--- src/design/dpbp_pkg.sv ---
// shared constants, codes and types of the depth pixel back-projection unit
package dpbp_pkg;

  localparam int unsigned MaxWidth  = 4096;
  localparam int unsigned MaxHeight = 4096;

  localparam int unsigned DepthW    = 16;
  localparam int unsigned PixW      = 12;
  localparam int unsigned CenterW   = 16;
  localparam int unsigned InvW      = 32;
  localparam int unsigned PointW    = 37;
  localparam int unsigned MagW      = 16;
  localparam int unsigned MzW       = MagW + DepthW;
  localparam int unsigned ProdW     = MzW + InvW;
  localparam int unsigned FracShift = 28;
  localparam int unsigned SubPixW   = 4;

  localparam int unsigned ApbDataW  = 32;
  localparam int unsigned ApbAddrW  = 4;

  typedef enum logic [1:0] {
    RegCenterCol = 2'd0,
    RegCenterRow = 2'd1,
    RegInvFocalX = 2'd2,
    RegInvFocalY = 2'd3
  } dpbp_reg_e;

  // per-stage load enables of the pipeline
  typedef struct packed {
    logic s1;
    logic s2;
    logic s3;
    logic s4;
  } dpbp_adv_t;

endpackage

--- src/design/dpbp_axis.sv ---
// four-stage projection of one axis: offset, offset*depth, *reciprocal, shift and sign
module dpbp_axis (
  input  logic                               clk_i,
  input  dpbp_pkg::dpbp_adv_t                adv_i,
  input  logic [dpbp_pkg::PixW-1:0]          pix_i,
  input  logic [dpbp_pkg::CenterW-1:0]       center_i,
  input  logic [dpbp_pkg::DepthW-1:0]        depth_i,
  input  logic [dpbp_pkg::InvW-1:0]          inv_i,
  output logic signed [dpbp_pkg::PointW-1:0] coord_o
);
  import dpbp_pkg::*;

  logic [CenterW-1:0] pos;
  logic               neg1_d;
  logic [MagW-1:0]    mag1_d;

  logic               neg1_q, neg2_q, neg3_q;
  logic [MagW-1:0]    mag1_q;
  logic [DepthW-1:0]  z1_q;
  logic [MzW-1:0]     mz2_q;
  logic [ProdW-1:0]   prod3_q;
  logic [PointW-1:0]  q4;
  logic               sticky;
  logic [PointW-1:0]  coord4_d;
  logic [PointW-1:0]  coord4_q;

  assign pos    = {pix_i, SubPixW'(0)};
  assign neg1_d = center_i > pos;
  assign mag1_d = neg1_d ? MagW'(center_i - pos) : MagW'(pos - center_i);

  always_ff @(posedge clk_i) begin
    if (adv_i.s1) begin
      neg1_q <= neg1_d;
      mag1_q <= mag1_d;
      z1_q   <= depth_i;
    end
    if (adv_i.s2) begin
      neg2_q <= neg1_q;
      mz2_q  <= MzW'(mag1_q) * MzW'(z1_q);
    end
    if (adv_i.s3) begin
      neg3_q  <= neg2_q;
      prod3_q <= ProdW'(mz2_q) * ProdW'(inv_i);
    end
    if (adv_i.s4) begin
      coord4_q <= coord4_d;
    end
  end

  // negative offsets round the magnitude up so the result floors
  assign sticky   = prod3_q[FracShift-1:0] != '0;
  assign q4       = PointW'(prod3_q[ProdW-1:FracShift])
                  + PointW'(neg3_q & sticky);
  assign coord4_d = neg3_q ? PointW'(PointW'(0) - q4) : q4;

  assign coord_o = signed'(coord4_q);

endmodule

--- config.mk ---
export PLATFORM = sky130hd
export DESIGN_NAME = dpbp_axis
export DESIGN_NICKNAME = d
export VERILOG_FILES = /design/src/design/dpbp_pkg.sv /design/src/design/dpbp_axis.sv
export SDC_FILE = /design/constraint.sdc
export NUM_CORES = 2
export LEC_CHECK = 0
export BUFFER_PORTS_ARGS = -buffer_cell sky130_fd_sc_hd__buf_2
export CAP_MARGIN = 20
export CELL_PAD_IN_SITES_DETAIL_PLACEMENT = 1
export CELL_PAD_IN_SITES_GLOBAL_PLACEMENT = 2
export CORE_UTILIZATION = 25
export DETAILED_ROUTE_END_ITERATION = 7
export PLACE_DENSITY = 0.54
export SLEW_MARGIN = 0
export SYNTH_ARGS = -nofsm -noshare
export SYNTH_HDL_FRONTEND = slang
export SYNTH_SLANG_ARGS = --single-unit
--- constraint.sdc ---
create_clock -name clk_i -period 10.1 [get_ports clk_i]
set_input_delay 1.01 -clock clk_i [delete_from_list [all_inputs] [get_ports clk_i]]
set_output_delay 1.01 -clock clk_i [all_outputs]
set_load 0.005 [all_outputs]
==> out/qor.tcl <==
set qor(max_freq_ghz) 0.111
set qor(detail_route.wirelength_um) 165000
set qor(drtAntennaViolNets) 0
set qor(pin_slew_with_the_least_headroom_to_its_limit_ps) 1060
set qor(gate_count_of_the_mapped_netlist) 5352
set qor(die_x_um) 449
set qor(timing.clock.skew_ps) 36.2
set qor(timing.final.crit_period_ps) 9030
set qor(source_of_the_worst_register_to_register_timing_path) {mz2_q[26]}
set qor(crit_slowest_cell) {sky130_fd_sc_hd__edfxtp_1}
set qor(synth.top_cells.by_area) {sky130_fd_sc_hd__fa_1, sky130_fd_sc_hd__edfxtp_1, sky130_fd_sc_hd__ha_1}
set qor(tritoncts_clock_tree) {yes}
set qor(dp.final_hpwl_um) 132000
set qor(syn_to_final_growth_pct) 8.11
set qor(max_slew_margin_pct) 29.3
set qor(max_cap_viol_count) 0
set qor(setup.worst_path.end_class) {flip-flop}
set qor(post_synth_mux_area_share_pct) 0.283
set qor(timing.critical_path.mode_cell) {sky130_fd_sc_hd__fa_1}
set qor(post-route-period-util_pct) 89.4
set qor(grt_use_total_pct) 16.7
set qor(gp_congestion) 0.793
set qor(ff2ff_setup_slack_ps) 1070
set qor(synth_compound_gate_area_share_pct) 5.05
set qor(synth_xor_xnor_area_share_pct) 2.98
set qor(drt_pass1_iterations) 5
set qor(htreeDepth) 4
set qor(timing_hold_violations_final) 0
set qor(asyncSetResetFlopFracSynth_pct) 0
set qor(drtIter0Drc) 1253
set qor(worstSkewPairLatency_ps) 570
set qor(timing.final.max_slew_violations) 0
set qor(synthAdderAreaFrac_pct) 53.5
set qor(finalSetupTns_ps) 0
set qor(number_of_antenna_violations_at_the_first_check_in_global_routing) 15
set qor(combinational_family_with_the_most_area_after_synthesis) {adder cells}
set qor(synth_top_area_cell) {sky130_fd_sc_hd__fa_1}
set qor(timing.critical_path.cells) {buf_4 -> nand2_1 -> fa_1 -> inv_1 -> fa_1 -> inv_1 -> fa_1 -> inv_1 -> fa_1 -> fa_1 -> fa_1 -> fa_1 -> ha_1 -> ha_1 -> nand4_1 -> nor2_1 -> nand4_1 -> a31oi_1 -> nor3_1 -> a211oi_1 -> a221o_1 -> a41oi_1 -> a21oi_1 -> xor2_1}
set qor(post_cts_buffers) 0
set qor(postCtsResizedCells) 0
set qor(postSynthAreaPerCell_sq_um) 9.35
set qor(startpoint) {mz2_q[26]}
set qor(clockRootBuffer) {sky130_fd_sc_hd__clkbuf_16}
set qor(vias) 35100
set qor(ctsLongestPathBuffers) 2
set qor(worstRegToRegCells) 24
set qor(timing.critical_path.slowest_cell_delay_ps) 1050
set qor(synth-edff-count) 168
set qor(post_drt_via_cell_ratio) 4.42
set qor(post_route_cells_drive_above_1_share_pct) 4.86
set qor(critical_path.startpoint_type) {flip-flop}
set qor(worstSetupPathType) {flip-flop to flip-flop}
set qor(fp-row-count) 163
set qor(grt_start_max_net_pins) 66
set qor(synth_ff_type) {sky130_fd_sc_hd__edfxtp_1}
set qor(grt_pass1_wl_um) 255000
set qor(numPortBuffers) 117
set qor(initial_cell_density_of_the_core_pct) 25.3
set qor(critical_path.reg2reg.endpoint) {prod3_q[61]}
set qor(num_io_pins) 118
set qor(status) {finished, final reports clean}
set qor(route.detailed.wl_per_inst_um) 20.8
set qor(overflow) 0
set qor(remaining_drc_errors) 0
set qor(critPathMaxFanout) 19
set qor(clock_sink_count) 168
set qor(unrepaired_setup_endpoints_after_global_routing) {no}
set qor(postSynthRegisterBits) 168
set qor(nets) 6845
set qor(setup_viol) 0
set qor(dieHeight_um) 449
set qor(worst_hold_path_type) {flip-flop to flip-flop}
set qor(number_of_buffers_created_by_cts) 17
set qor(grt_pass1_vias) 40400
set qor(yosys_warnings) 0
set qor(yosysUniqueCellTypes) 75
set qor(netlist.area_leader.share_pct) 43.7
set qor(placeableCoreArea_sq_um) 198000
set qor(synth_simple_gate_area_share_pct) 17.6
set qor(most_common_cell_in_the_synthesized_netlist) {sky130_fd_sc_hd__inv_1}
set qor(timing.critical_path.required_ps) 10400
set qor(yosysSeqAreaShare_pct) 10.1
set qor(hold_buffers) 0
set qor(synth.top_cells.by_count) {sky130_fd_sc_hd__inv_1, sky130_fd_sc_hd__fa_1, sky130_fd_sc_hd__and2_1, sky130_fd_sc_hd__nand2_1, sky130_fd_sc_hd__ha_1}
set qor(cts.clk_slew.worst_paths_ps) 100
set qor(critical_path_arrival_ps) 9320
set qor(fp.dieArea_sq_um) 202000
set qor(worst_setup_path_endpoint) {prod3_q[61]}
set qor(total_standard_cell_area_after_synthesis_sq_um) 50000
set qor(synth_fp_nets) 6917
[how the worst min path moves through the flow]
stage                start  endpoint  depth (start not counted)
CTS                 neg1_q    neg2_q                          0
finish              neg1_q    neg2_q                          0
floorplan           neg1_q    neg2_q                          0
detailed placement  neg1_q    neg2_q                          0
global placement    neg1_q    neg2_q                          0
global route        neg1_q    neg2_q                          0
[layout make-up]
| cell class | instances | area [sq um] |
|---|---|---|
| Antenna cell | 5 | 12.5 |
| Tap cell | 2640 | 3300 |
| Multi-Input combinational cell | 3780 | 39700 |
| Sequential cell | 168 | 5040 |
| Clock buffer | 17 | 425 |
| Inverter | 1117 | 4190 |
| Timing Repair Buffer | 196 | 1200 |
| Clock inverter | 15 | 206 |
| Fill cell | 22700 | 144000 |
[critical path, delay by kind of cell (launching register included)]
kind / cells / cell delay [ps]
AO/OA/AOI/OAI: 5 / 1610
flip-flops: 1 / 1050
buffers and inverters: 4 / 550
XOR/XNOR: 1 / 80
adder cells (fa/ha/maj): 9 / 4460
AND/OR/NAND/NOR: 5 / 1000
[registers in the layout, summed over array words and instances (netlist names)]
name,count
prod3_q,64
z1_q,16
neg2_q,1
mag1_q,16
neg1_q,1
neg3_q,1
coord_o,37
mz2_q,32
[cells in the final DEF (no fill, tap or decap), types with 7 or more instances in the layout]
master,Yosys,routed
sky130_fd_sc_hd__or2_2,7,7
sky130_fd_sc_hd__o21ai_1,16,16
sky130_fd_sc_hd__a21o_1,65,65
sky130_fd_sc_hd__o21ai_0,73,73
sky130_fd_sc_hd__xor2_1,65,65
sky130_fd_sc_hd__nor2b_1,19,19
sky130_fd_sc_hd__inv_1,1116,1116
sky130_fd_sc_hd__edfxtp_1,168,168
sky130_fd_sc_hd__a211oi_1,12,12
sky130_fd_sc_hd__a31oi_1,23,23
sky130_fd_sc_hd__buf_4,2,77
sky130_fd_sc_hd__o21bai_1,17,17
sky130_fd_sc_hd__and2_1,700,700
sky130_fd_sc_hd__xnor2_1,105,105
sky130_fd_sc_hd__nand2_1,700,700
sky130_fd_sc_hd__mux2i_1,7,7
sky130_fd_sc_hd__nor2_1,85,85
sky130_fd_sc_hd__clkbuf_16,0,17
sky130_fd_sc_hd__o21a_1,11,11
sky130_fd_sc_hd__and4_1,7,7
sky130_fd_sc_hd__a21oi_1,113,112
sky130_fd_sc_hd__nand2b_1,16,16
sky130_fd_sc_hd__o211ai_1,7,7
sky130_fd_sc_hd__nor3_1,38,38
sky130_fd_sc_hd__fa_1,1091,1091
sky130_fd_sc_hd__nand4_1,35,35
sky130_fd_sc_hd__buf_2,8,117
sky130_fd_sc_hd__ha_1,393,393
sky130_fd_sc_hd__nand3_1,39,39
sky130_fd_sc_hd__nor4_1,10,10
sky130_fd_sc_hd__and3_1,27,27
[metal layers]
metal	vias up	track usage, %	wire length, um
met5	-	0	13
met2	385	28.8	80700
li1	15900	-	-
met4	2	3.08	2380
met3	103	1.59	3610
met1	18700	22.7	78100
[per-stage QoR]
step                      instance area, sq um  hold slack [ps]  instances  util [%]  setup slack, ps
after floorplan                          50000              400       5352         -             2260
after global placement                   53400              514       7900      27.0              507
after detailed placement                 53400              511       7901      27.0              437
after CTS                                54100              516       7933      27.3              832
after global routing                     54100              529       7934      27.3              649
final                                    54100              504       7938      27.3             1070
[kinds of logic (layout without fill, tap and decap cells)]
group	Yosys count	count (layout)
AOI/OAI and AO/OA	397	397
xor gates and xnor gates	170	170
adders and majority gates	1484	1484
buffers and inverters	1404	1345
DFF	168	168
muxes	13	13
other	0	5
and+or+nand+nor	1716	1716
Power is left out: the tool's default activity adds up to more than one toggle a clock period on the data nets, which glitch-free logic cannot reach.
